$ cat src/hw/rtl/impm_pkg.sv
// impm_pkg: widths, codes and state type shared by the impact magnitude monitor
// no dependencies; compile first
package impm_pkg;

    localparam int ACCEL_W   = 16;
    localparam int ID_W      = 8;
    localparam int MAG_W     = 16;
    localparam int SQ_W      = 2 * ACCEL_W;
    localparam int SUM_W     = 24;
    localparam int COUNT_W   = 9;
    localparam int CFG_W     = 16;
    localparam int CLASS_W   = 2;
    localparam int CFG_IDX_W = 1;

    localparam logic [CFG_W-1:0] WARNING_RESET  = 16'd768;
    localparam logic [CFG_W-1:0] CRITICAL_RESET = 16'd1536;

    localparam logic [CFG_IDX_W-1:0] REG_WARNING  = 1'b0;
    localparam logic [CFG_IDX_W-1:0] REG_CRITICAL = 1'b1;

    typedef enum logic [CLASS_W-1:0] {
        CLASS_NORMAL   = 2'd0,
        CLASS_WARNING  = 2'd1,
        CLASS_CRITICAL = 2'd2
    } class_t;

    typedef enum logic [2:0] {
        ST_IDLE,
        ST_SQUARE,
        ST_ROOT_GO,
        ST_ROOT_WAIT,
        ST_UPDATE,
        ST_DIV_GO,
        ST_DIV_WAIT,
        ST_EMIT
    } state_t;

endpackage

$ cat src/hw/rtl/impm_if.sv
// impm_sample_if / impm_result_if: valid-ready channels for samples and results
// depends on impm_pkg
interface impm_sample_if;
    logic                                valid;
    logic                                ready;
    logic [impm_pkg::ID_W-1:0]           sensor_id;
    logic signed [impm_pkg::ACCEL_W-1:0] accel_x;
    logic signed [impm_pkg::ACCEL_W-1:0] accel_y;
    logic signed [impm_pkg::ACCEL_W-1:0] accel_z;
    logic                                batch_end;

    modport source (output valid, sensor_id, accel_x, accel_y, accel_z, batch_end,
                    input ready);
    modport sink (input valid, sensor_id, accel_x, accel_y, accel_z, batch_end,
                  output ready);
endinterface

interface impm_result_if;
    logic                             valid;
    logic                             ready;
    logic [impm_pkg::MAG_W-1:0]       magnitude;
    logic [impm_pkg::CLASS_W-1:0]     sample_class;
    logic                             summary_valid;
    logic [impm_pkg::MAG_W-1:0]       average_magnitude;
    logic [impm_pkg::MAG_W-1:0]       peak_magnitude;
    logic [impm_pkg::ID_W-1:0]        peak_sensor;
    logic [impm_pkg::COUNT_W-1:0]     abnormal_count;
    logic [impm_pkg::CLASS_W-1:0]     batch_status;

    modport source (output valid, magnitude, sample_class, summary_valid,
                    average_magnitude, peak_magnitude, peak_sensor, abnormal_count,
                    batch_status, input ready);
    modport sink (input valid, magnitude, sample_class, summary_valid,
                  average_magnitude, peak_magnitude, peak_sensor, abnormal_count,
                  batch_status, output ready);
endinterface

$ cat src/hw/rtl/impact_magnitude_monitor.sv
// impact_magnitude_monitor: top level of the impact magnitude monitor
// depends on impm_pkg, impm_if, impm_sqrt, impm_div
//
// Takes one acceleration item at a time and returns one result item for each: the
// floor square root of x*x + y*y + z*z, its class against the warning and critical
// levels, and, on the item that closes a batch (batch_end set or MAX_SAMPLES items
// counted), the batch average, first peak with its sensor id, abnormal count and
// status. The result is registered after bit-serial squaring, the bit-serial square
// root with its start state, the batch update and the output load; the next item is
// taken only once that result has been loaded, so items do not overlap in the
// datapath. An item that closes a batch also passes the bit-serial average divider,
// with its start state, between the batch update and the output load.
// The result sits in an output register, so the next item is taken while it waits.
// Threshold writes are expected only while no item is in flight.
module impact_magnitude_monitor
#(
    parameter int unsigned MAX_SAMPLES = 256
)
(
    input  logic                              clk,
    input  logic                              rst_n,
    input  logic                              cfg_en,
    input  logic [impm_pkg::CFG_IDX_W-1:0]    cfg_index,
    input  logic [impm_pkg::CFG_W-1:0]        cfg_data,
    impm_sample_if.sink                       samples,
    impm_result_if.source                     results
);

    localparam int SQ_STEP_W = $clog2(impm_pkg::ACCEL_W);

    // thresholds
    logic [impm_pkg::CFG_W-1:0] warn_reg, warn_next;
    logic [impm_pkg::CFG_W-1:0] crit_reg, crit_next;

    // control
    impm_pkg::state_t           state_reg, state_next;
    logic [SQ_STEP_W-1:0]       step_reg, step_next;
    logic                       accept_in;
    logic                       square_en;
    logic                       sqrt_start;
    logic                       update_en;
    logic                       div_start;
    logic                       emit_load;

    // item and squaring datapath
    logic [impm_pkg::ID_W-1:0]    id_reg, id_next;
    logic                         last_reg, last_next;
    logic [impm_pkg::ACCEL_W-1:0] mx_reg, mx_next, my_reg, my_next, mz_reg, mz_next;
    logic [impm_pkg::ACCEL_W-1:0] bx_reg, bx_next, by_reg, by_next, bz_reg, bz_next;
    logic [impm_pkg::SQ_W-1:0]    sq_reg, sq_next;
    logic [impm_pkg::ACCEL_W-1:0] tx, ty, tz;

    // per-item result
    logic [impm_pkg::MAG_W-1:0]   mag_reg, mag_next;
    impm_pkg::class_t             class_reg, class_next;
    logic                         close_reg, close_next;

    // batch accumulators
    logic [impm_pkg::SUM_W-1:0]   sum_reg, sum_next;
    logic [impm_pkg::COUNT_W-1:0] count_reg, count_next;
    logic [impm_pkg::COUNT_W-1:0] abn_reg, abn_next;
    logic [impm_pkg::MAG_W-1:0]   peak_reg, peak_next;
    logic [impm_pkg::ID_W-1:0]    peak_id_reg, peak_id_next;

    logic [impm_pkg::SUM_W:0]     sum_wide;
    logic [impm_pkg::SUM_W-1:0]   sum_upd;
    logic [impm_pkg::COUNT_W-1:0] count_upd;
    logic [impm_pkg::COUNT_W-1:0] abn_upd;
    logic                         take_peak;
    logic                         close_now;
    impm_pkg::class_t             sample_cls;
    impm_pkg::class_t             status;

    // serial units
    logic                         sqrt_done;
    logic [impm_pkg::MAG_W-1:0]   sqrt_root;
    logic                         div_done;
    logic [impm_pkg::MAG_W-1:0]   div_quot;

    // output register
    logic                         out_valid_reg, out_valid_next;
    logic [impm_pkg::MAG_W-1:0]   out_mag_reg, out_mag_next;
    logic [impm_pkg::CLASS_W-1:0] out_class_reg, out_class_next;
    logic                         out_sum_valid_reg, out_sum_valid_next;
    logic [impm_pkg::MAG_W-1:0]   out_avg_reg, out_avg_next;
    logic [impm_pkg::MAG_W-1:0]   out_peak_reg, out_peak_next;
    logic [impm_pkg::ID_W-1:0]    out_peak_id_reg, out_peak_id_next;
    logic [impm_pkg::COUNT_W-1:0] out_abn_reg, out_abn_next;
    logic [impm_pkg::CLASS_W-1:0] out_status_reg, out_status_next;

    function automatic logic [impm_pkg::ACCEL_W-1:0] abs_val
    (
        input logic [impm_pkg::ACCEL_W-1:0] v
    );
        logic [impm_pkg::ACCEL_W-1:0] neg;
        neg = ~v + 1'b1;
        abs_val = v[impm_pkg::ACCEL_W-1] ? neg : v;
    endfunction

    function automatic impm_pkg::class_t classify
    (
        input logic [impm_pkg::MAG_W-1:0] mag,
        input logic [impm_pkg::CFG_W-1:0] warn,
        input logic [impm_pkg::CFG_W-1:0] crit
    );
        impm_pkg::class_t c;
        priority if (mag >= crit)
            c = impm_pkg::CLASS_CRITICAL;
        else if (mag >= warn)
            c = impm_pkg::CLASS_WARNING;
        else
            c = impm_pkg::CLASS_NORMAL;
        return c;
    endfunction

    // threshold registers
    always_comb
    begin
        warn_next = warn_reg;
        crit_next = crit_reg;
        if (cfg_en)
        begin
            unique case (cfg_index)
                impm_pkg::REG_WARNING:  warn_next = cfg_data;
                impm_pkg::REG_CRITICAL: crit_next = cfg_data;
                default:                warn_next = warn_reg;
            endcase
        end
    end

    // next state
    always_comb
    begin
        state_next = state_reg;
        unique case (state_reg)
            impm_pkg::ST_IDLE:
                if (samples.valid)
                    state_next = impm_pkg::ST_SQUARE;
            impm_pkg::ST_SQUARE:
                if (step_reg == SQ_STEP_W'(impm_pkg::ACCEL_W - 1))
                    state_next = impm_pkg::ST_ROOT_GO;
            impm_pkg::ST_ROOT_GO:
                state_next = impm_pkg::ST_ROOT_WAIT;
            impm_pkg::ST_ROOT_WAIT:
                if (sqrt_done)
                    state_next = impm_pkg::ST_UPDATE;
            impm_pkg::ST_UPDATE:
                state_next = close_now ? impm_pkg::ST_DIV_GO : impm_pkg::ST_EMIT;
            impm_pkg::ST_DIV_GO:
                state_next = impm_pkg::ST_DIV_WAIT;
            impm_pkg::ST_DIV_WAIT:
                if (div_done)
                    state_next = impm_pkg::ST_EMIT;
            impm_pkg::ST_EMIT:
                if (!out_valid_reg || results.ready)
                    state_next = impm_pkg::ST_IDLE;
            default:
                state_next = impm_pkg::ST_IDLE;
        endcase
    end

    // state outputs
    always_comb
    begin
        accept_in  = 1'b0;
        square_en  = 1'b0;
        sqrt_start = 1'b0;
        update_en  = 1'b0;
        div_start  = 1'b0;
        emit_load  = 1'b0;
        unique case (state_reg)
            impm_pkg::ST_IDLE:      accept_in  = 1'b1;
            impm_pkg::ST_SQUARE:    square_en  = 1'b1;
            impm_pkg::ST_ROOT_GO:   sqrt_start = 1'b1;
            impm_pkg::ST_ROOT_WAIT: sqrt_start = 1'b0;
            impm_pkg::ST_UPDATE:    update_en  = 1'b1;
            impm_pkg::ST_DIV_GO:    div_start  = 1'b1;
            impm_pkg::ST_DIV_WAIT:  div_start  = 1'b0;
            impm_pkg::ST_EMIT:      emit_load  = !out_valid_reg || results.ready;
            default:                accept_in  = 1'b0;
        endcase
    end

    assign samples.ready = accept_in;

    // sum of squares, one multiplier bit per axis per cycle, msb first
    always_comb
    begin
        tx = bx_reg[impm_pkg::ACCEL_W-1] ? mx_reg : '0;
        ty = by_reg[impm_pkg::ACCEL_W-1] ? my_reg : '0;
        tz = bz_reg[impm_pkg::ACCEL_W-1] ? mz_reg : '0;

        id_next   = id_reg;
        last_next = last_reg;
        mx_next   = mx_reg;
        my_next   = my_reg;
        mz_next   = mz_reg;
        bx_next   = bx_reg;
        by_next   = by_reg;
        bz_next   = bz_reg;
        sq_next   = sq_reg;
        step_next = step_reg;
        if (accept_in && samples.valid)
        begin
            id_next   = samples.sensor_id;
            last_next = samples.batch_end;
            mx_next   = abs_val(samples.accel_x);
            my_next   = abs_val(samples.accel_y);
            mz_next   = abs_val(samples.accel_z);
            bx_next   = abs_val(samples.accel_x);
            by_next   = abs_val(samples.accel_y);
            bz_next   = abs_val(samples.accel_z);
            sq_next   = '0;
            step_next = '0;
        end
        else if (square_en)
        begin
            sq_next   = {sq_reg[impm_pkg::SQ_W-2:0], 1'b0} + impm_pkg::SQ_W'(tx)
                        + impm_pkg::SQ_W'(ty) + impm_pkg::SQ_W'(tz);
            bx_next   = {bx_reg[impm_pkg::ACCEL_W-2:0], 1'b0};
            by_next   = {by_reg[impm_pkg::ACCEL_W-2:0], 1'b0};
            bz_next   = {bz_reg[impm_pkg::ACCEL_W-2:0], 1'b0};
            step_next = step_reg + 1'b1;
        end
    end

    impm_sqrt u_sqrt
    (
        .clk      (clk),
        .rst_n    (rst_n),
        .start    (sqrt_start),
        .radicand (sq_reg),
        .done     (sqrt_done),
        .root     (sqrt_root)
    );

    // batch update
    always_comb
    begin
        sample_cls = classify(sqrt_root, warn_reg, crit_reg);
        take_peak  = (count_reg == '0) || (sqrt_root > peak_reg);
        sum_wide   = {1'b0, sum_reg} + (impm_pkg::SUM_W + 1)'(sqrt_root);
        sum_upd    = sum_wide[impm_pkg::SUM_W] ? '1 : sum_wide[impm_pkg::SUM_W-1:0];
        count_upd  = (&count_reg) ? count_reg : count_reg + 1'b1;
        abn_upd    = (sqrt_root >= warn_reg && !(&abn_reg)) ? abn_reg + 1'b1 : abn_reg;
        close_now  = last_reg || (32'(count_upd) >= MAX_SAMPLES);

        mag_next     = mag_reg;
        class_next   = class_reg;
        close_next   = close_reg;
        sum_next     = sum_reg;
        count_next   = count_reg;
        abn_next     = abn_reg;
        peak_next    = peak_reg;
        peak_id_next = peak_id_reg;
        if (update_en)
        begin
            mag_next   = sqrt_root;
            class_next = sample_cls;
            close_next = close_now;
            sum_next   = sum_upd;
            count_next = count_upd;
            abn_next   = abn_upd;
            if (take_peak)
            begin
                peak_next    = sqrt_root;
                peak_id_next = id_reg;
            end
        end
        else if (emit_load && close_reg)
        begin
            sum_next     = '0;
            count_next   = '0;
            abn_next     = '0;
            peak_next    = '0;
            peak_id_next = '0;
        end
    end

    impm_div u_div
    (
        .clk      (clk),
        .rst_n    (rst_n),
        .start    (div_start),
        .dividend (sum_reg),
        .divisor  (count_reg),
        .done     (div_done),
        .quotient (div_quot)
    );

    // result register
    always_comb
    begin
        priority if (peak_reg >= crit_reg)
            status = impm_pkg::CLASS_CRITICAL;
        else if (abn_reg != '0)
            status = impm_pkg::CLASS_WARNING;
        else
            status = impm_pkg::CLASS_NORMAL;

        out_valid_next     = out_valid_reg;
        out_mag_next       = out_mag_reg;
        out_class_next     = out_class_reg;
        out_sum_valid_next = out_sum_valid_reg;
        out_avg_next       = out_avg_reg;
        out_peak_next      = out_peak_reg;
        out_peak_id_next   = out_peak_id_reg;
        out_abn_next       = out_abn_reg;
        out_status_next    = out_status_reg;
        if (emit_load)
        begin
            out_valid_next     = 1'b1;
            out_mag_next       = mag_reg;
            out_class_next     = class_reg;
            out_sum_valid_next = close_reg;
            out_avg_next       = close_reg ? div_quot : '0;
            out_peak_next      = close_reg ? peak_reg : '0;
            out_peak_id_next   = close_reg ? peak_id_reg : '0;
            out_abn_next       = close_reg ? abn_reg : '0;
            out_status_next    = close_reg ? status : impm_pkg::CLASS_NORMAL;
        end
        else if (results.ready)
        begin
            out_valid_next = 1'b0;
        end
    end

    assign results.valid             = out_valid_reg;
    assign results.magnitude         = out_mag_reg;
    assign results.sample_class      = out_class_reg;
    assign results.summary_valid     = out_sum_valid_reg;
    assign results.average_magnitude = out_avg_reg;
    assign results.peak_magnitude    = out_peak_reg;
    assign results.peak_sensor       = out_peak_id_reg;
    assign results.abnormal_count    = out_abn_reg;
    assign results.batch_status      = out_status_reg;

    always_ff @(posedge clk or negedge rst_n)
    begin
        if (!rst_n)
        begin
            warn_reg      <= impm_pkg::WARNING_RESET;
            crit_reg      <= impm_pkg::CRITICAL_RESET;
            state_reg     <= impm_pkg::ST_IDLE;
            step_reg      <= '0;
            close_reg     <= 1'b0;
            sum_reg       <= '0;
            count_reg     <= '0;
            abn_reg       <= '0;
            peak_reg      <= '0;
            peak_id_reg   <= '0;
            out_valid_reg <= 1'b0;
        end
        else
        begin
            warn_reg      <= warn_next;
            crit_reg      <= crit_next;
            state_reg     <= state_next;
            step_reg      <= step_next;
            close_reg     <= close_next;
            sum_reg       <= sum_next;
            count_reg     <= count_next;
            abn_reg       <= abn_next;
            peak_reg      <= peak_next;
            peak_id_reg   <= peak_id_next;
            out_valid_reg <= out_valid_next;
        end
    end

    always_ff @(posedge clk)
    begin
        id_reg            <= id_next;
        last_reg          <= last_next;
        mx_reg            <= mx_next;
        my_reg            <= my_next;
        mz_reg            <= mz_next;
        bx_reg            <= bx_next;
        by_reg            <= by_next;
        bz_reg            <= bz_next;
        sq_reg            <= sq_next;
        mag_reg           <= mag_next;
        class_reg         <= class_next;
        out_mag_reg       <= out_mag_next;
        out_class_reg     <= out_class_next;
        out_sum_valid_reg <= out_sum_valid_next;
        out_avg_reg       <= out_avg_next;
        out_peak_reg      <= out_peak_next;
        out_peak_id_reg   <= out_peak_id_next;
        out_abn_reg       <= out_abn_next;
        out_status_reg    <= out_status_next;
    end

    a_summary_zero: assert property (@(posedge clk) disable iff (!rst_n)
        results.valid && !results.summary_valid |->
            results.average_magnitude == '0 && results.peak_magnitude == '0 &&
            results.peak_sensor == '0 && results.abnormal_count == '0 &&
            results.batch_status == impm_pkg::CLASS_NORMAL)
        else $error("summary fields set on an item that does not close a batch");

    a_class_critical: assert property (@(posedge clk) disable iff (!rst_n)
        results.valid && results.sample_class == impm_pkg::CLASS_CRITICAL |->
            results.magnitude >= crit_reg)
        else $error("critical class below the critical level");

    a_status_critical: assert property (@(posedge clk) disable iff (!rst_n)
        results.valid && results.summary_valid &&
        results.batch_status == impm_pkg::CLASS_CRITICAL |->
            results.peak_magnitude >= crit_reg)
        else $error("critical batch status with peak below the critical level");

    a_sqrt_done: assert property (@(posedge clk) disable iff (!rst_n)
        sqrt_done |-> state_reg == impm_pkg::ST_ROOT_WAIT)
        else $error("square root finished outside its wait state");

    a_div_done: assert property (@(posedge clk) disable iff (!rst_n)
        div_done |-> state_reg == impm_pkg::ST_DIV_WAIT)
        else $error("divider finished outside its wait state");

    a_accept_start: assert property (@(posedge clk) disable iff (!rst_n)
        samples.valid && samples.ready |=>
            state_reg == impm_pkg::ST_SQUARE && step_reg == '0)
        else $error("accepted item did not start squaring");

endmodule

$ cat src/hw/rtl/impm_sqrt.sv
// impm_sqrt: bit-serial floor square root, one root bit per cycle
// depends on impm_pkg
module impm_sqrt
(
    input  logic                        clk,
    input  logic                        rst_n,
    input  logic                        start,
    input  logic [impm_pkg::SQ_W-1:0]   radicand,
    output logic                        done,
    output logic [impm_pkg::MAG_W-1:0]  root
);

    localparam int STEP_W = $clog2(impm_pkg::MAG_W);
    localparam int REM_W  = impm_pkg::MAG_W + 1;

    logic [impm_pkg::SQ_W-1:0]  rad_reg, rad_next;
    logic [REM_W-1:0]           rem_reg, rem_next;
    logic [impm_pkg::MAG_W-1:0] root_reg, root_next;
    logic [STEP_W-1:0]          step_reg, step_next;
    logic                       busy_reg, busy_next;
    logic                       done_reg, done_next;

    logic [REM_W+1:0] trial_rem;
    logic [REM_W+1:0] trial_sub;
    logic [REM_W+1:0] diff;
    logic             fits;

    always_comb
    begin
        trial_rem = {rem_reg, rad_reg[impm_pkg::SQ_W-1 -: 2]};
        trial_sub = {1'b0, root_reg, 2'b01};
        fits      = trial_rem >= trial_sub;
        diff      = trial_rem - trial_sub;
    end

    always_comb
    begin
        rad_next  = rad_reg;
        rem_next  = rem_reg;
        root_next = root_reg;
        step_next = step_reg;
        busy_next = busy_reg;
        done_next = 1'b0;
        if (start)
        begin
            rad_next  = radicand;
            rem_next  = '0;
            root_next = '0;
            step_next = '0;
            busy_next = 1'b1;
        end
        else if (busy_reg)
        begin
            rad_next  = {rad_reg[impm_pkg::SQ_W-3:0], 2'b00};
            rem_next  = fits ? diff[REM_W-1:0] : trial_rem[REM_W-1:0];
            root_next = {root_reg[impm_pkg::MAG_W-2:0], fits};
            step_next = step_reg + 1'b1;
            if (step_reg == STEP_W'(impm_pkg::MAG_W - 1))
            begin
                busy_next = 1'b0;
                done_next = 1'b1;
            end
        end
    end

    always_ff @(posedge clk or negedge rst_n)
    begin
        if (!rst_n)
        begin
            step_reg <= '0;
            busy_reg <= 1'b0;
            done_reg <= 1'b0;
        end
        else
        begin
            step_reg <= step_next;
            busy_reg <= busy_next;
            done_reg <= done_next;
        end
    end

    always_ff @(posedge clk)
    begin
        rad_reg  <= rad_next;
        rem_reg  <= rem_next;
        root_reg <= root_next;
    end

    assign done = done_reg;
    assign root = root_reg;

endmodule

$ cat src/hw/rtl/impm_div.sv
// impm_div: bit-serial restoring divider for the batch average, one quotient bit per cycle
// depends on impm_pkg; the quotient must fit in MAG_W bits
module impm_div
(
    input  logic                          clk,
    input  logic                          rst_n,
    input  logic                          start,
    input  logic [impm_pkg::SUM_W-1:0]    dividend,
    input  logic [impm_pkg::COUNT_W-1:0]  divisor,
    output logic                          done,
    output logic [impm_pkg::MAG_W-1:0]    quotient
);

    localparam int STEP_W = $clog2(impm_pkg::MAG_W);

    logic [impm_pkg::COUNT_W-1:0] rem_reg, rem_next;
    logic [impm_pkg::MAG_W-1:0]   q_reg, q_next;
    logic [impm_pkg::COUNT_W-1:0] dsr_reg, dsr_next;
    logic [STEP_W-1:0]            step_reg, step_next;
    logic                         busy_reg, busy_next;
    logic                         done_reg, done_next;

    logic [impm_pkg::COUNT_W:0] trial;
    logic [impm_pkg::COUNT_W:0] diff;
    logic                       fits;

    always_comb
    begin
        trial = {rem_reg, q_reg[impm_pkg::MAG_W-1]};
        fits  = trial >= {1'b0, dsr_reg};
        diff  = trial - {1'b0, dsr_reg};
    end

    always_comb
    begin
        rem_next  = rem_reg;
        q_next    = q_reg;
        dsr_next  = dsr_reg;
        step_next = step_reg;
        busy_next = busy_reg;
        done_next = 1'b0;
        if (start)
        begin
            rem_next  = impm_pkg::COUNT_W'(dividend[impm_pkg::SUM_W-1:impm_pkg::MAG_W]);
            q_next    = dividend[impm_pkg::MAG_W-1:0];
            dsr_next  = divisor;
            step_next = '0;
            busy_next = 1'b1;
        end
        else if (busy_reg)
        begin
            rem_next  = fits ? diff[impm_pkg::COUNT_W-1:0] : trial[impm_pkg::COUNT_W-1:0];
            q_next    = {q_reg[impm_pkg::MAG_W-2:0], fits};
            step_next = step_reg + 1'b1;
            if (step_reg == STEP_W'(impm_pkg::MAG_W - 1))
            begin
                busy_next = 1'b0;
                done_next = 1'b1;
            end
        end
    end

    always_ff @(posedge clk or negedge rst_n)
    begin
        if (!rst_n)
        begin
            step_reg <= '0;
            busy_reg <= 1'b0;
            done_reg <= 1'b0;
        end
        else
        begin
            step_reg <= step_next;
            busy_reg <= busy_next;
            done_reg <= done_next;
        end
    end

    always_ff @(posedge clk)
    begin
        rem_reg <= rem_next;
        q_reg   <= q_next;
        dsr_reg <= dsr_next;
    end

    assign done     = done_reg;
    assign quotient = q_reg;

endmodule
$ cat src/flat_wrapper.sv
// flat-port wrapper written by rule: the top's interface ports become plain ports
module impact_magnitude_monitor_flat 
#(
    parameter int unsigned MAX_SAMPLES = 256
)
  (clk, rst_n, cfg_en, cfg_index, cfg_data, samples_valid, samples_sensor_id, samples_accel_x, samples_accel_y, samples_accel_z, samples_batch_end, samples_ready, results_valid, results_magnitude, results_sample_class, results_summary_valid, results_average_magnitude, results_peak_magnitude, results_peak_sensor, results_abnormal_count, results_batch_status, results_ready);
  impm_sample_if samples_i ();
  impm_result_if results_i ();
  input  logic clk;
  input  logic rst_n;
  input  logic cfg_en;
  input  logic [impm_pkg::CFG_IDX_W-1:0] cfg_index;
  input  logic [impm_pkg::CFG_W-1:0] cfg_data;
  input wire logic [$bits(samples_i.valid)-1:0] samples_valid;
  input wire logic [$bits(samples_i.sensor_id)-1:0] samples_sensor_id;
  input wire logic [$bits(samples_i.accel_x)-1:0] samples_accel_x;
  input wire logic [$bits(samples_i.accel_y)-1:0] samples_accel_y;
  input wire logic [$bits(samples_i.accel_z)-1:0] samples_accel_z;
  input wire logic [$bits(samples_i.batch_end)-1:0] samples_batch_end;
  output wire logic [$bits(samples_i.ready)-1:0] samples_ready;
  output wire logic [$bits(results_i.valid)-1:0] results_valid;
  output wire logic [$bits(results_i.magnitude)-1:0] results_magnitude;
  output wire logic [$bits(results_i.sample_class)-1:0] results_sample_class;
  output wire logic [$bits(results_i.summary_valid)-1:0] results_summary_valid;
  output wire logic [$bits(results_i.average_magnitude)-1:0] results_average_magnitude;
  output wire logic [$bits(results_i.peak_magnitude)-1:0] results_peak_magnitude;
  output wire logic [$bits(results_i.peak_sensor)-1:0] results_peak_sensor;
  output wire logic [$bits(results_i.abnormal_count)-1:0] results_abnormal_count;
  output wire logic [$bits(results_i.batch_status)-1:0] results_batch_status;
  input wire logic [$bits(results_i.ready)-1:0] results_ready;
  assign samples_i.valid = samples_valid;
  assign samples_i.sensor_id = samples_sensor_id;
  assign samples_i.accel_x = samples_accel_x;
  assign samples_i.accel_y = samples_accel_y;
  assign samples_i.accel_z = samples_accel_z;
  assign samples_i.batch_end = samples_batch_end;
  assign samples_ready = samples_i.ready;
  assign results_valid = results_i.valid;
  assign results_magnitude = results_i.magnitude;
  assign results_sample_class = results_i.sample_class;
  assign results_summary_valid = results_i.summary_valid;
  assign results_average_magnitude = results_i.average_magnitude;
  assign results_peak_magnitude = results_i.peak_magnitude;
  assign results_peak_sensor = results_i.peak_sensor;
  assign results_abnormal_count = results_i.abnormal_count;
  assign results_batch_status = results_i.batch_status;
  assign results_i.ready = results_ready;
  impact_magnitude_monitor #(.MAX_SAMPLES(MAX_SAMPLES)) u_core (.clk(clk), .rst_n(rst_n), .cfg_en(cfg_en), .cfg_index(cfg_index), .cfg_data(cfg_data), .samples(samples_i), .results(results_i));
endmodule
$ cat config.mk
export PLATFORM = sky130hd
export DESIGN_NAME = impact_magnitude_monitor_flat
export DESIGN_NICKNAME = d
export VERILOG_FILES = /design/src/hw/rtl/impm_pkg.sv /design/src/hw/rtl/impm_if.sv /design/src/hw/rtl/impact_magnitude_monitor.sv /design/src/hw/rtl/impm_sqrt.sv /design/src/hw/rtl/impm_div.sv /design/src/flat_wrapper.sv
export SDC_FILE = /design/constraint.sdc
export NUM_CORES = 1
export LEC_CHECK = 0
export BUFFER_PORTS_ARGS = -buffer_cell sky130_fd_sc_hd__buf_2
export CAP_MARGIN = 40
export CORE_MARGIN = 2
export CORE_UTILIZATION = 49
export DETAILED_ROUTE_END_ITERATION = 8
export PLACE_DENSITY = 0.69
export SLEW_MARGIN = 20
export SYNTH_ARGS = -nofsm -noshare
export SYNTH_HDL_FRONTEND = slang
export SYNTH_SLANG_ARGS = --single-unit
export TNS_END_PERCENT = 100
$ cat constraint.sdc
create_clock -name clk -period 7.05 [get_ports clk]
set_input_delay 1.41 -clock clk [delete_from_list [all_inputs] [get_ports clk]]
set_output_delay 1.41 -clock clk [all_outputs]
set_load 0.02 [all_outputs]
==> results by group, run 1 <==
Status
  – Status: complete, no violations

Logic synthesis
  – Most frequent cell after synthesis: nand2_1
  – Library cells used by synthesis: 75
  – #FFs+latches synth: 443
  – Post-synth top area share: 33.03%
  – Synth Flop Type: edfxtp_1
  – Yosys top cell by area: edfxtp_1
  – Synth Instances: 2266
  – Dominant cells by area after synthesis: edfxtp_1, dfrtp_1, ha_1
  – Post-synth top cells: nand2_1, edfxtp_1, inv_1
  – Seq/Total Area, Yosys: 51.38%
  – Yosys warns: 0
  – Synthesized area: 23450 um2
  – Synth Net Count: 2514
  – Number of synthesized flops with an enable pin: 258
  – Post-Syn Area per Cell: 10.35 um2
  – Asr flop ratio synth: 26.86%

Clocking
  – Sink Count: 443
  – Max clock buf depth: 3
  – Root Driver: clkbuf_16
  – Cts hold-fix bufs: 0
  – Worst-Skew Late Latency: 0.58 ns
  – CTS H-tree lvls: 2
  – Clock transition at the registers of the reported paths: 0.06 ns
  – Post-CTS sizing: 0
  – CTS tree: done
  – Total CTS buffers: 48
  – Post-CTS setup buffers: 0

Detailed routing
  – Routed wire length: 52.48 mm
  – First-pass iteration count of the detailed router: 7
  – Drt drc: 0
  – Final ANT Viol Nets: 0
  – DR iter-0 viols: 1127
  – Vias: 16740
  – Via density: 5.456
  – WL/cell: 17.10 um

Critical path
  – CP startpoint kind: flop
  – Worst path required time: 7.46 ns
  – CP max FO: 16
  – Max incr delay on CP: 0.56 ns
  – Critical path class: reg2reg
  – CP Depth: 14
  – Worst r2r path cells: 14
  – Crit path DAT: 4.67 ns
  – Crit end category: flop
  – Worst path buffer plus inverter count: 2
  – Delay-heaviest family, CP: adder cells
  – Crit path top cell by count: fa_1
  – Slowest cell on crit path: edfxtp_1
  – CP cell instances: and2_1, fa_1, inv_1, fa_1, inv_1, ha_1, fa_1, a21oi_1, o211ai_1, a31oi_1, o211a_1, nor3b_1, xnor2_1, o21ai_0

Min path
  – Hold Crit Depth: 0
  – Hold WC Path Type: reg2reg

Timing
  – Slew Limit Fails: 0
  – Max Freq: 234.8 MHz
  – Crit path time final: 4.259 ns
  – Final setup vio count: 0
  – Worst-Margin Slew: 0.7916 ns
  – Fin Clk Skew: 0.02073 ns
  – Hold Fails Final Rpt: 0
  – Max_slew headroom: 47.10%
  – Final Cycle Share: 60.42%
  – Setup repair after global routing missed its margin: no
  – Final setup TNS: 0 ns

Power and ir drop
  – Maximum VDD drop: 0.0002129 V
  – Power Dens Cells: 476.9 nW/um2
  – Total leakage power: 0.01174 uW

Floorplan
  – Io pins: 151
  – Core region area: 47450 um2
  – Site row count: 80
  – Chip Width: 222.8 um
  – Initial Util: 49.44%
  – DIE AREA: 49630 um2
  – Chip Height: 222.8 um

Finish
  – Layout cells sized above 1: 12.27%
  – Storage cell area: 12050 um2
  – Diodes inserted: 0
  – Fill count: 4065
  – Layout area overhead: 12.99%
  – Util after Layout: 55.86%
  – Footprint of the multi-input gates: 10500 um2
  – Final net count: 2661

GRT
  – Gr busiest metal: met2
  – Grt met1 use: 29.74%
  – Met3 Track Usage GR: 3.227%
  – Vias in the first global route: 16470
  – Global-route wire length before repair: 85.46 mm
  – Met2 Usage GRT: 34.51%
  – Pin count of the biggest net entering global routing: 66
  – Antenna violations before repair: 0
  – Total grt overflow: 0
  – GR Util All Layers: 21.20%

Place
  – # port buffers: 150
  – Post-DP HPWL: 37.82 mm
  – RePlAce Congestion: 0.8737

Run
  – Total of max-cap violations: 0
final timing paths:
| check | from | end | slack, ns |
|---|---|---|---|
| hold reg to reg | u_core.mag_reg[8] | u_core.results.magnitude[8] | 0.42 |
| setup / recovery | u_core.bz_reg[15] | u_core.sq_reg[22] | 2.79 |
| hold / removal | u_core.mag_reg[8] | u_core.results.magnitude[8] | 0.42 |
| min in group asynchronous | rst_n | u_core.warn_reg[4] | 0.89 |
| setup reg to reg | u_core.bz_reg[15] | u_core.sq_reg[22] | 2.79 |
| max in group asynchronous | rst_n | u_core.u_div.step_reg[2] | 5.06 |
logic make-up (layout without fill, tap and decap cells):
logic type / after synthesis / count (layout) / share of synthesized area, %
AOI/OAI and AO/OA: 409 / 409 / 10.95
and+or+nand+nor: 816 / 816 / 16.04
xor gates and xnor gates: 98 / 98 / 3.659
adders and majority gates: 169 / 169 / 10.10
DFF: 443 / 443 / 51.38
buffers and inverters: 243 / 430 / 3.963
muxes: 88 / 88 / 3.900
area by class of cell:
type,instances,area share (%)
timing repair buffer,178,3.886
clock buffer,65,4.891
sequential,443,45.47
inverter,162,2.304
clock inverter,25,0.9254
multi-input combinational,1580,39.62
tap,615,2.904
cell usage in the layout, fill, tap and decap left out, types with 9 or more instances in the layout:
cell	n
dfrtp_1	115
buf_4	23
a31oi_1	16
o21a_1	9
or3_1	11
inv_1	160
dfxtp_1	66
nor2b_1	10
clkbuf_1	15
nor3_1	19
nor2_1	108
mux2_2	27
ha_1	135
o21ai_0	113
nand3_1	35
o31ai_1	15
nand2_1	423
and2_1	103
buf_2	149
clkbuf_16	49
mux2i_1	61
and3_1	25
edfxtp_1	258
xnor2_1	66
a21o_1	30
nand2b_1	19
nand4_1	19
a21oi_1	124
a211oi_1	14
o211ai_1	17
nor4_1	10
xor2_1	32
fa_1	34
stage by stage:
step,total power (uW),instance area [um2],hold slack [ns],cells,worst slack (ns)
floorplan,8691,23460,0.4003,2266,1.310
finish,12640,26500,0.4177,3068,2.791
global route,13640,26500,0.4199,3068,2.527
detailed placement,10180,24960,0.4045,2978,2.835
CTS,12690,26500,0.4148,3068,2.779
global placement,9924,24840,0.4012,2971,2.904
per-layer routing:
metal | share of wire [%] | vias up
li1 | - | 8214
met1 | 46 | 8048
met2 | 47 | 395
met3 | 4.5 | 82
met4 | 2.2 | 0
met5 | 0 | -
power breakdown:
part           internal (uW)  switching [uW]  leakage [uW]
Combinational           2300            3290       0.00648
Clock                   1440            1030      0.000736
Sequential              3880             697       0.00452
(Power assumes the default switching activity.)
==> run 2, diff against run 1 <==
- clock period: 7.05 -> 4 ns (I/O delays scaled with it)
==> run 2 against run 1 <==
  * Critical endpoint is now u_core.sq_reg[29]
  * Total power is 79% higher
  * Register-to-register slack worse by 2.7 ns
  * Clock skew is 0.010 ns higher
  * First-iteration DRC count decreased by 6.6%
  * Global-route usage barely moved
  * Non-clock buffer count up 24
  * Cell area is 0.95% higher
  * Critical path depth decreased by 2
==> results by group, run 2 (same netlist as run 1, synthesis figures left out) <==
Status
  – Status: complete, no violations

Power and ir drop
  – Net Switching: 9037 uW (+80%)
  – Power Dens Cells: 847.2 nW/um2 (+78%)
  – Logic pwr share: 46.0% (+1.8 points)
  – Maximum VDD drop: 0.0005818 V (+170%)
  – Clock power share: 19.1% (-0.5 points)
  – Pwr Total: 22670 uW (+79%)
  – Switch share: 39.87% (+0.19 points)
  – Seq pwr share: 34.9% (-1.3 points)
  – Total leakage power: 0.01185 uW (+1.0%)
  – Int Pwr: 13630 uW (+79%)

Detailed routing
  – Drt drc: 0 (unchanged)
  – Vias: 16910 (+1.0%)
  – Final ANT Viol Nets: 0 (unchanged)
  – Via density: 5.472 (+0.29%)
  – Routed wire length: 52.75 mm (+0.53%)
  – DR iter-0 viols: 1053 (-6.6%)
  – First-pass iteration count of the detailed router: 5 (-2)
  – WL/cell: 17.07 um (-0.19%)

Place
  – Post-DP HPWL: 37.84 mm (about the same)
  – # port buffers: 150 (unchanged)
  – DP Worst Slack: -0.06989 ns (-2.905 ns)
  – RePlAce Congestion: 0.8825 (+1.0%)
  – Post-DP Area: 25070 um2 (+0.44%)

GRT
  – Total grt overflow: 0 (unchanged)
  – Pin count of the biggest net entering global routing: 120 (+82%)
  – Vias in the first global route: 16620 (+0.91%)
  – Antenna violations before repair: 0 (unchanged)
  – Global-route wire length before repair: 85.87 mm (+0.48%)
  – GR Util All Layers: 21.18% (about the same)

Finish
  – Final net count: 2684 (+0.86%)
  – Commonest non-fill, non-tap cells in the layout: nand2_1, edfxtp_1, inv_1, buf_2, ha_1
  – Commonest non-fill, non-tap cell in the layout: nand2_1
  – Cell area after layout: 26750 um2 (+0.95%)
  – Layout cells sized above 1: 13.90% (+1.6 points)
  – Util after Layout: 56.39% (+0.53 points)
  – Diodes inserted: 0 (unchanged)
  – Layout area overhead: 14.07%
  – Fill count: 3983 (-2.0%)

Critical path
  – Crit end category: flop
  – CP startpoint kind: flop
  – CP max FO: 7 (-9)
  – Critical path class: reg2reg
  – Worst path required time: 4.46 ns (-3.00 ns)
  – Crit path DAT: 4.36 ns (-0.31 ns)

Floorplan
  – Core region area: 47450 um2 (unchanged)
  – DIE AREA: 49630 um2 (unchanged)
  – Chip Height: 222.8 um (unchanged)
  – Initial Util: 49.44% (unchanged)
  – Site row count: 80 (unchanged)
  – Chip Width: 222.8 um (unchanged)
  – Io pins: 151 (unchanged)

Clocking
  – Total CTS buffers: 47 (-2.1%)
  – Max clock buf depth: 3 (unchanged)
  – Root Driver: clkbuf_16
  – Worst-Skew Late Latency: 0.60 ns (+0.02 ns)
  – CTS tree: done
  – Sink Count: 443 (unchanged)
  – CTS H-tree lvls: 2 (unchanged)
  – Clock transition at the registers of the reported paths: 0.06 ns (about the same)

Timing
  – Slew Limit Fails: 0 (unchanged)
  – Final worst slack: 0.1087 ns (-2.682 ns)
  – Final setup vio count: 0 (unchanged)
  – Max_slew headroom: 45.62% (-1.5 points)
  – Max Freq: 257.0 MHz (+9.5%)
  – Hold Fails Final Rpt: 0 (unchanged)
  – Worst-Margin Slew: 0.8156 ns (+0.02401 ns)
  – Crit path time final: 3.891 ns (-0.3680 ns)
  – Fin Clk Skew: 0.03073 ns (+0.01000 ns)
  – Final Cycle Share: 97.28% (+37 points)

Min path
  – Hold WC Path Type: in2async

Run
  – Total of max-cap violations: 0 (unchanged)
==> run 2: through the flow <==
step | hold slack, ns | cells | TNS [ns]
finish | 0.2262 | 3090 | 0
global route | 0.2849 | 3090 | -0.006724
CTS | 0.2494 | 3086 | 0
detailed placement | 0.4045 | 2996 | -0.3913
global placement | 0.4012 | 2993 | 0
floorplan | 0.4003 | 2266 | 0
==> run 2: area by class of cell <==
| type | instances | area, um2 | share of cell area [%] |
|---|---|---|---|
| tap | 615 | 769.5 | 2.876 |
| multi-input combinational | 1580 | 10600 | 39.62 |
| sequential | 443 | 12050 | 45.05 |
| clock buffer | 66 | 1314 | 4.910 |
| timing repair buffer | 202 | 1184 | 4.424 |
| clock inverter | 22 | 225.2 | 0.8418 |
| inverter | 162 | 610.6 | 2.282 |
==> run 2: routing by layer <==
layer	wire [um]	GRT usage, %
met4	1550	7.101
met3	2504	2.830
met5	0	0
met1	23450	28.48
met2	25250	35.49
==> run 2: power by group through the flow <==
stage	clock network [uW]	registers, uW	logic, uW
floorplan	0	7900	7400
global placement	0	7950	9670
detailed placement	0	7990	10100
CTS	4420	7910	10100
global route	4590	8090	11800
finish	4320	7910	10400
==> run 2: what timing repair did <==
action	in CTS	in global routing
hold buffers	0	0
resized for setup	3	19
setup buffers	2	4
cloned	0	0
pin swaps	0	7
setup endpoints to repair	9	15
==> run 2: final timing paths <==
kind / start / end / slack [ns] / depth (start not counted)
min in group clk: samples_batch_end / u_core.last_reg / 0.38 / 1
hold reg to reg: u_core.mag_reg[3] / u_core.results.magnitude[3] / 0.42 / 0
max in group asynchronous: rst_n / u_core.u_div.step_reg[3] / 2.81 / 2
setup / recovery: u_core.bz_reg[15] / u_core.sq_reg[29] / 0.11 / 12
setup reg to reg: u_core.bz_reg[15] / u_core.sq_reg[29] / 0.11 / 12
hold / removal: rst_n / u_core.crit_reg[4] / 0.23 / 1
==> run 2: critical path: stages, from the launching register on <==
cell,delay (ns)
edfxtp_1,0.50
buf_4,0.20
and2_1,0.18
fa_1,0.56
fa_1,0.42
ha_1,0.36
nor3_1,0.32
or3_1,0.21
o21ai_2,0.07
a41o_1,0.32
or3_4,0.41
a21oi_2,0.15
a211oi_1,0.06
